==> src/sv/kss_pkg.sv <==
package kss_pkg;

  localparam int KEY_W     = 32;
  localparam int PAY_W     = 32;
  localparam int FUNC_W    = 2;
  localparam int STATUS_W  = 3;
  localparam int DEPTH_DEF = 16;

  // operation codes
  localparam logic [FUNC_W-1:0] FN_PUSH   = 2'd0;
  localparam logic [FUNC_W-1:0] FN_POP    = 2'd1;
  localparam logic [FUNC_W-1:0] FN_TOP    = 2'd2;
  localparam logic [FUNC_W-1:0] FN_SEARCH = 2'd3;

  // result status codes
  localparam logic [STATUS_W-1:0] ST_OK       = 3'd0;
  localparam logic [STATUS_W-1:0] ST_DUP      = 3'd1;
  localparam logic [STATUS_W-1:0] ST_FULL     = 3'd2;
  localparam logic [STATUS_W-1:0] ST_EMPTY    = 3'd3;
  localparam logic [STATUS_W-1:0] ST_NOTFOUND = 3'd4;

  // per-cycle control broadcast to every cell
  typedef struct packed {
    logic push;   // shift entries one cell deeper, new word into cell 0
    logic pop;    // shift entries one cell toward cell 0
    logic clear;  // drop the match chain before a new walk
    logic step;   // advance the match chain by one cell
  } cell_ctl_t;

endpackage

==> src/sv/kss_cell.sv <==
module kss_cell #(
  parameter int CW  = 5,
  parameter int IDX = 0
) (
  input  logic                     clk,
  input  kss_pkg::cell_ctl_t       ctl,
  input  logic [CW-1:0]            count,
  input  logic [kss_pkg::KEY_W-1:0] srch_key,
  input  logic [kss_pkg::KEY_W-1:0] up_key,
  input  logic [kss_pkg::PAY_W-1:0] up_pay,
  input  logic [kss_pkg::KEY_W-1:0] dn_key,
  input  logic [kss_pkg::PAY_W-1:0] dn_pay,
  input  logic                     fnd_in,
  input  logic [kss_pkg::PAY_W-1:0] fpay_in,
  output logic [kss_pkg::KEY_W-1:0] ent_key,
  output logic [kss_pkg::PAY_W-1:0] ent_pay,
  output logic                     fnd,
  output logic [kss_pkg::PAY_W-1:0] fpay
);
  import kss_pkg::*;

  logic occupied;
  logic match;

  // cell IDX sits at depth IDX below the top, so it is live while IDX < count
  assign occupied = (CW'(IDX) < count);
  assign match    = occupied && (ent_key == srch_key);

  always_ff @(posedge clk) begin
    if (ctl.push) begin
      ent_key <= up_key;
      ent_pay <= up_pay;
    end else if (ctl.pop) begin
      ent_key <= dn_key;
      ent_pay <= dn_pay;
    end
  end

  // match chain: hit flag and payload ripple one cell per step
  always_ff @(posedge clk) begin
    if (ctl.clear) begin
      fnd <= 1'b0;
    end else if (ctl.step) begin
      if (!fnd_in && match) begin
        fnd  <= 1'b1;
        fpay <= ent_pay;
      end else begin
        fnd  <= fnd_in;
        fpay <= fpay_in;
      end
    end
  end

endmodule

==> src/sv/keyed_stack_with_search.sv <==
// keyed stack with key search
// input channel: in_valid / in_stall with func, key, payload; one word is
// accepted at a rising edge with in_valid high and in_stall low
// output channel: out_valid / out_stall with status, out_key, out_payload,
// count and is_empty; exactly one result word per input word, in order
// the stack is a row of DEPTH cells, top entry in cell 0; push and pop
// shift the whole row by one cell at once
// push and search send a match chain down the row, one cell per cycle,
// and their result word is loaded once the chain has passed the bottom
// cell; pop and top skip the walk and read cell 0
// one item is in work at a time; in_stall is high while it is in work,
// and the next word is taken while a finished result waits in the output
// register
// when out_stall holds the output register, a finished item waits and the
// stack is left unchanged until the result can be loaded
// reset empties the stack (count 0) and drops any pending result; entry
// contents are not cleared
module keyed_stack_with_search #(
  parameter int DEPTH = kss_pkg::DEPTH_DEF,
  parameter int CW    = $clog2(DEPTH + 1)
) (
  input  logic                        clk,
  input  logic                        rst,
  input  logic                        in_valid,
  output logic                        in_stall,
  input  logic [kss_pkg::FUNC_W-1:0]  func,
  input  logic [kss_pkg::KEY_W-1:0]   key,
  input  logic [kss_pkg::PAY_W-1:0]   payload,
  output logic                        out_valid,
  input  logic                        out_stall,
  output logic [kss_pkg::STATUS_W-1:0] status,
  output logic [kss_pkg::KEY_W-1:0]   out_key,
  output logic [kss_pkg::PAY_W-1:0]   out_payload,
  output logic [CW-1:0]               count,
  output logic                        is_empty
);
  import kss_pkg::*;

  localparam int WCW = (DEPTH > 1) ? $clog2(DEPTH) : 1;

  typedef enum logic [1:0] {
    S_IDLE,
    S_WALK,
    S_FIN
  } state_t;

  state_t              state;
  logic [FUNC_W-1:0]   op_func;
  logic [KEY_W-1:0]    op_key;
  logic [PAY_W-1:0]    op_pay;
  logic [WCW-1:0]      walk_cnt;
  logic [CW-1:0]       cnt;

  logic                accept;
  logic                fin_go;
  logic                found;
  logic [PAY_W-1:0]    found_pay;
  cell_ctl_t           ctl;

  logic [STATUS_W-1:0] res_status;
  logic [KEY_W-1:0]    res_key;
  logic [PAY_W-1:0]    res_pay;
  logic [CW-1:0]       cnt_next;
  logic                do_push;
  logic                do_pop;

  // cell row wiring
  logic [KEY_W-1:0] cell_key  [DEPTH];
  logic [PAY_W-1:0] cell_pay  [DEPTH];
  logic             chain_fnd [DEPTH];
  logic [PAY_W-1:0] chain_pay [DEPTH];

  assign in_stall  = (state != S_IDLE);
  assign accept    = in_valid && !in_stall;
  assign fin_go    = (state == S_FIN) && (!out_valid || !out_stall);
  assign found     = chain_fnd[DEPTH-1];
  assign found_pay = chain_pay[DEPTH-1];

  // result and new count of the item in work
  always_comb begin
    res_status = ST_OK;
    res_key    = '0;
    res_pay    = '0;
    cnt_next   = cnt;
    do_push    = 1'b0;
    do_pop     = 1'b0;
    unique case (op_func)
      FN_PUSH: begin
        // duplicate wins over full
        if (found) begin
          res_status = ST_DUP;
        end else if (cnt >= CW'(DEPTH)) begin
          res_status = ST_FULL;
        end else begin
          do_push  = 1'b1;
          cnt_next = cnt + 1'b1;
        end
      end
      FN_POP, FN_TOP: begin
        if (cnt == '0) begin
          res_status = ST_EMPTY;
        end else begin
          res_key = cell_key[0];
          res_pay = cell_pay[0];
          if (op_func == FN_POP) begin
            do_pop   = 1'b1;
            cnt_next = cnt - 1'b1;
          end
        end
      end
      FN_SEARCH: begin
        if (found) begin
          // keys are unique, so the single hit is also the one nearest the bottom
          res_key = op_key;
          res_pay = found_pay;
        end else begin
          res_status = ST_NOTFOUND;
        end
      end
      default: res_status = ST_OK;
    endcase
  end

  always_comb begin
    ctl.push  = fin_go && do_push;
    ctl.pop   = fin_go && do_pop;
    ctl.clear = accept;
    ctl.step  = (state == S_WALK);
  end

  for (genvar i = 0; i < DEPTH; i++) begin : g_cell
    logic [KEY_W-1:0] up_k;
    logic [PAY_W-1:0] up_p;
    logic [KEY_W-1:0] dn_k;
    logic [PAY_W-1:0] dn_p;
    logic             f_in;
    logic [PAY_W-1:0] fp_in;

    if (i == 0) begin : g_head
      assign up_k  = op_key;
      assign up_p  = op_pay;
      assign f_in  = 1'b0;
      assign fp_in = '0;
    end else begin : g_body
      assign up_k  = cell_key[i-1];
      assign up_p  = cell_pay[i-1];
      assign f_in  = chain_fnd[i-1];
      assign fp_in = chain_pay[i-1];
    end

    if (i == DEPTH - 1) begin : g_tail
      // bottom cell keeps its word on pop; it falls outside the count anyway
      assign dn_k = cell_key[i];
      assign dn_p = cell_pay[i];
    end else begin : g_inner
      assign dn_k = cell_key[i+1];
      assign dn_p = cell_pay[i+1];
    end

    kss_cell #(
      .CW  (CW),
      .IDX (i)
    ) u_cell (
      .clk      (clk),
      .ctl      (ctl),
      .count    (cnt),
      .srch_key (op_key),
      .up_key   (up_k),
      .up_pay   (up_p),
      .dn_key   (dn_k),
      .dn_pay   (dn_p),
      .fnd_in   (f_in),
      .fpay_in  (fp_in),
      .ent_key  (cell_key[i]),
      .ent_pay  (cell_pay[i]),
      .fnd      (chain_fnd[i]),
      .fpay     (chain_pay[i])
    );
  end

  // sequencer and output register
  always_ff @(posedge clk) begin
    if (rst) begin
      state     <= S_IDLE;
      walk_cnt  <= '0;
      cnt       <= '0;
      out_valid <= 1'b0;
    end else begin
      // drained word leaves, unless a finished item reloads the register now
      if (out_valid && !out_stall && !fin_go) begin
        out_valid <= 1'b0;
      end
      unique case (state)
        S_IDLE: begin
          if (accept) begin
            op_func  <= func;
            op_key   <= key;
            op_pay   <= payload;
            walk_cnt <= '0;
            // push and search need the full walk; pop and top read cell 0
            if (func == FN_PUSH || func == FN_SEARCH) begin
              state <= S_WALK;
            end else begin
              state <= S_FIN;
            end
          end
        end
        S_WALK: begin
          if (walk_cnt == WCW'(DEPTH - 1)) begin
            state <= S_FIN;
          end else begin
            walk_cnt <= walk_cnt + 1'b1;
          end
        end
        S_FIN: begin
          if (fin_go) begin
            out_valid   <= 1'b1;
            status      <= res_status;
            out_key     <= res_key;
            out_payload <= res_pay;
            count       <= cnt_next;
            is_empty    <= (cnt_next == '0);
            cnt         <= cnt_next;
            state       <= S_IDLE;
          end
        end
        default: state <= S_IDLE;
      endcase
    end
  end

`ifndef ASSERT_OFF
  a_cnt_bound: assert property (@(posedge clk) disable iff (rst)
    cnt <= CW'(DEPTH))
    else $error("entry count above depth");

  a_cnt_only_at_finish: assert property (@(posedge clk) disable iff (rst)
    (state != S_FIN) |=> $stable(cnt))
    else $error("entry count changed outside result load");

  a_empty_result: assert property (@(posedge clk) disable iff (rst)
    (out_valid && status == ST_EMPTY) |-> (is_empty && out_key == '0 && out_payload == '0))
    else $error("empty status with entry data or nonempty count");

  a_walk_full_row: assert property (@(posedge clk) disable iff (rst)
    (state == S_WALK && walk_cnt != WCW'(DEPTH - 1)) |=> (state == S_WALK))
    else $error("match walk ended before reaching the bottom cell");
`endif

endmodule

==> config.mk <==
export PLATFORM = sky130hd
export DESIGN_NAME = keyed_stack_with_search
export DESIGN_NICKNAME = d
export VERILOG_FILES = /design/src/sv/kss_pkg.sv /design/src/sv/kss_cell.sv /design/src/sv/keyed_stack_with_search.sv
export SDC_FILE = /design/constraint.sdc
export NUM_CORES = 2
export LEC_CHECK = 0
export ABC_CLOCK_PERIOD_IN_PS = 11900
export BUFFER_PORTS_ARGS = -buffer_cell sky130_fd_sc_hd__buf_2
export CAP_MARGIN = 10
export CORE_UTILIZATION = 55
export CTS_CLUSTER_SIZE = 12
export DETAILED_ROUTE_END_ITERATION = 7
export GPL_TIMING_DRIVEN = 0
export PLACE_DENSITY = 0.74
export SLEW_MARGIN = 20
export SYNTH_ARGS = -nofsm -noshare
export SYNTH_HDL_FRONTEND = slang
export SYNTH_HIERARCHICAL = 1
export SYNTH_SLANG_ARGS = --single-unit
==> constraint.sdc <==
create_clock -name clk -period 11.9 [get_ports clk]
set_input_delay 2.38 -clock clk [delete_from_list [all_inputs] [get_ports clk]]
set_output_delay 2.38 -clock clk [all_outputs]
set_load 0.01 [all_outputs]
# Word level (Yosys, flattened, before mapping)
# Index checks and enable logic that the tools add are counted.
# Widths: inputs -> output; s select.
# op_classes
n_addsub	3
magnitude_cmp	17
eq_ne	27
mux	124
bitwise	2
n_reduce_logical	73
# ops
op	n
$mux 32	79
$eq 32x32->1	16
$pmux 32 s2	2
$lt 4x5->1 const A	8
$logic_and 1x1->1	37
$mux 1	25
$lt 3x5->1 const A	4
$mux 5	4
$logic_not 1->1	19
$mux 2	7
$reduce_and 3->1	4
$logic_not 5->1	2
$lt 1x5->1 const A	2
$lt 2x5->1 const A	2
$pmux 5 s2	1
$pmux 3 s3	1
$eq 2x2->1 const B	4
$mux 4	2
$pmux 4 s2	1
$logic_not 2->1	3
$ne 2x2->1 const B	3
$pmux 2 s3	1
$reduce_bool 2->1	3
$add 5x1->5 const B	1
11 further kinds	15
# word_totals
regBits	1703
in_bits	70
word_cells	322

# Logic depth before layout (Yosys ltp)
# logic_depth
depth_word	8
depth_mapped	9

# Cells and area by module
# The synthesis kept the hierarchy.
# by_module_without_submodules
module	instances	cells_per_inst	area_each_um2
keyed_stack_with_search	1	417	5972.0
kss_cell (g_cell[15].u_cell)	1	265	4655.7
kss_cell (g_cell[1].u_cell)	1	264	4616.9
kss_cell (g_cell[5].u_cell)	1	261	4610.7
kss_cell (g_cell[2].u_cell)	1	263	4604.4
kss_cell (g_cell[14].u_cell)	1	257	4595.7
kss_cell (g_cell[3].u_cell)	1	261	4595.7
kss_cell (g_cell[7].u_cell)	1	260	4590.7
kss_cell (g_cell[9].u_cell)	1	255	4589.4
kss_cell (g_cell[12].u_cell)	1	259	4588.2
kss_cell (g_cell[0].u_cell)	1	261	4585.6
kss_cell (g_cell[11].u_cell)	1	258	4581.9
kss_cell (g_cell[10].u_cell)	1	256	4464.3
kss_cell (g_cell[4].u_cell)	1	257	4458.0
3 more rows	--	--	--

# Least setup slack after synthesis
# Ideal clock, no wire load.
# synth_path
path_type	input to register
from	input port out_stall
to	register count[0], enable pin
arrival_time_ns	5.766
slack_ns	5.629
stages	4
n_path_buf	1
cell_sequence	nand2_1 nand2b_1 clkbuf_1 nor2_1
# synth_via
elab_chain_len	4
# synth_lines
item	line_no	source
start: declaration	keyed_stack_with_search.sv:30	input logic out_stall,
$logic_not 1->1	keyed_stack_with_search.sv:75	assign fin_go = (state == S_FIN) && (!out_valid || !out_stall);
$logic_or 1x1->1	keyed_stack_with_search.sv:75	
$logic_and 1x1->1	keyed_stack_with_search.sv:75	
$reduce_and 3->1 (no source line)	--	
end signal: assignment	keyed_stack_with_search.sv:221	count <= cnt_next;
end: declaration	keyed_stack_with_search.sv:34	output logic [CW-1:0] count,
# No other way between the ends.
# A chain may end at the register's enable or synchronous reset.

==> flow_summary.json <==
{
  "first_pass_iters": 6,
  "busiest_layer": "met2",
  "drv_cap": 0,
  "row_count": 138,
  "p_sw_uw": 3010,
  "die-width_um": 381,
  "vias": 43100,
  "grt_usage_pct": 28.1,
  "met1_usage_pct": 37.8,
  "routedWlPerCell_um": 29.3,
  "finalWirelength_um": 205000,
  "use_met2_pct": 46.9,
  "clkSinkCount": 1703,
  "tns_ps": 0,
  "cts.htree.levels": 4,
  "crit_type": "in2reg",
  "max_stage_delay_ps": 740,
  "synth_ff_type": "edfxtp_1",
  "cts_resized": 0,
  "power_density_nw_per_um2": 148,
  "r2r_cells": 8,
  "port_buffers": 144,
  "period_share_pct": 48.4,
  "cts_root_buffer": "clkbuf_16",
  "nets": 5062,
  "die_y_um": 381,
  "power.clock.fraction_pct": 38.6,
  "synth_edf_count": 1675,
  "ys_ff_latch": 1703,
  "n_fill_cell": 10300,
  "hold_class": "reg2reg",
  "synthesis.area_um2": 78900,
  "dieArea_um2": 145000,
  "worstSetupStartpointType": "input port",
  "holdBufCountCts": 0,
  "min_path_cells": 2,
  "clock-skew-final_ps": 29.9,
  "grt_max_degree": 65,
  "fmax_mhz": 174,
  "comb_power_share_pct": 7.5,
  "crit_top_cell": "clkbuf_1",
  "internal_power_uw": 10100,
  "whs_ps": 498,
  "vias_per_cell": 6.16,
  "io_pins": 145,
  "crit_arrival_ps": 6230,
  "drc_errors": 0,
  "post-cts-setup-buffers": 0,
  "place_area_um2": 83500,
  "clk_pin_slew_worst_paths_ps": 60,
  "yosysSeqAreaShare_pct": 64.5,
  "ys_warn_count": 6,
  "grt_pass1_wl_um": 302000,
  "initial_utilization_pct": 55.6,
  "leakage_uw": 0.0299,
  "swShare_pct": 23.0,
  "synthCells": 4559,
  "area_delta_synth_final_pct": 12.5,
  "cts_made_buffers": 174,
  "path_cells": "buf_2, nand2_1, nand2b_1, clkbuf_1, nor2_4, buf_12, clkbuf_1, clkbuf_1, or2_4, buf_12",
  "gr-usage-met3_pct": 4.56,
  "cp.required_ps": 12370,
  "layout-drive-gt1-share_pct": 41.0,
  "rsz0062_at_grt": "false",
  "maxSlewViolCount": 0,
  "yosysTopAreaCell": "edfxtp_1",
  "setup-violations-final": 0,
  "critPathSlowestCell": "clkbuf_1",
  "clockBufferDepth": 3,
  "design_area_um2": 88700,
  "synth_top_area_share_pct": 63.8,
  "synthArstFlopShare_pct": 0,
  "layout_common_cells": "edfxtp_1, mux2_2, mux2_4",
  "pwr-share-seq_pct": 53.9,
  "ant_nets": 0,
  "cts_tree": "done",
  "clkLatencyLatePin_ps": 810,
  "antenna_found_initial": 0,
  "worst_pin_slew_ps": 1120,
  "period_needed_ps": 5750,
  "dpl.hpwl_um": 150000,
  "grt_overflow": 0,
  "netlist_top_cells_area": "edfxtp_1, mux2_2, mux2_4, xnor2_1, xor2_1",
  "irDropWorstVdd_v": 0.000133,
  "crit_path_end_kind": "register",
  "core_um2": 142000,
  "drt_iter0_drc": 4406,
  "final-hold-violation-count": 0,
  "status": "finished, final reports clean",
  "routabilityCongestion": 0.941,
  "layout_commonest_cell": "edfxtp_1",
  "utilization_pct": 62.5,
  "grt_pass1_vias": 44800,
  "yosys.cell_types.count": 78,
  "slew_headroom_pct": 25.0,
  "worstPathMaxFanout": 34,
  "avgSynthCellArea_um2": 17.3
}
## cells in the mapped netlist (all sizes together) (14+ instances only)
cell type / number
inv: 65
edfxtp: 1675
dfxtp: 28
nand3: 14
or2: 17
mux2: 1536
nand4: 71
buf: 56
nor3: 26
xor2: 215
nand2b: 14
nor4: 76
a22oi: 69
nor2b: 27
clkbuf: 131
nand2: 25
xnor2: 249
nor2: 122
## sequential cells by signal, summed over array words and instances, names as in the netlist, 2 cells and up
| name | flops |
|---|---|
| g_cell.up_p | 32 |
| g_cell.up_k | 32 |
| out_payload | 32 |
| count | 5 |
| status | 3 |
| g_cell.u_cell/fpay | 512 |
| g_cell.u_cell/ent_pay | 512 |
| walk_cnt | 4 |
| out_key | 32 |
| g_cell.u_cell/fnd | 16 |
| cnt | 5 |
| state | 2 |
| op_func | 2 |
| g_cell.u_cell/ent_key | 512 |
## routing by layer
layer | up-vias | routed length (um)
met4 | 0 | 5800
met5 | - | 0
li1 | 18500 | -
met3 | 320 | 14300
met1 | 22600 | 83300
met2 | 1776 | 102000
## power by group through the flow
stage | Combinational [uW] | Clock, uW | Sequential, uW
floorplan | 600 | 0 | 7120
global placement | 827 | 0 | 7240
detailed placement | 956 | 0 | 7190
CTS | 963 | 5120 | 7070
global route | 1040 | 5330 | 7080
finish | 985 | 5060 | 7060
## metrics by stage
stage	worst slack, ps	total power (uW)	std cells
floorplan	5630	7720	4592
global route	5960	13500	6997
global placement	2690	8070	6626
finish	6150	13100	7000
CTS	6200	13200	6993
detailed placement	5370	8150	6694
## layout make-up
type | instances | area [um^2] | area share (%)
timing repair buffer | 216 | 2030 | 2.29
multi-input combinational | 2636 | 27000 | 30.4
antenna | 3 | 7.51 | 0.00846
clock buffer | 246 | 4720 | 5.32
inverter | 65 | 246 | 0.278
sequential | 1703 | 50900 | 57.3
buffer | 188 | 1080 | 1.22
tap | 1890 | 2360 | 2.67
clock inverter | 53 | 395 | 0.446
## logic make-up after synthesis
group | after synthesis | synth area share [%]
xor+xnor | 464 | 5.16
fa+ha+maj | 8 | 0.127
buf+inv | 253 | 1.68
compound gates | 168 | 1.68
other cells | 1 | 0.00476
flops | 1703 | 64.5
mux | 1538 | 23.5
simple gates | 424 | 3.33
## critical path, delay by kind of cell
family	cells	cell delay, ps
AND/OR/NAND/NOR	4	1360
buffers and inverters	6	2360
## final timing paths
| kind | slack [ps] | end | startpoint |
|---|---|---|---|
| worst min-delay path | 500 | g_cell[5].u_cell/fnd | g_cell[4].u_cell/fnd |
| worst max-delay path | 6150 | g_cell[14].u_cell/ent_pay[3] | out_stall |
| worst min register to register | 500 | g_cell[5].u_cell/fnd | g_cell[4].u_cell/fnd |
| worst max register to register | 6950 | g_cell[14].u_cell/ent_pay[3] | cnt[4] |
Power figures use the tool's default switching activity.
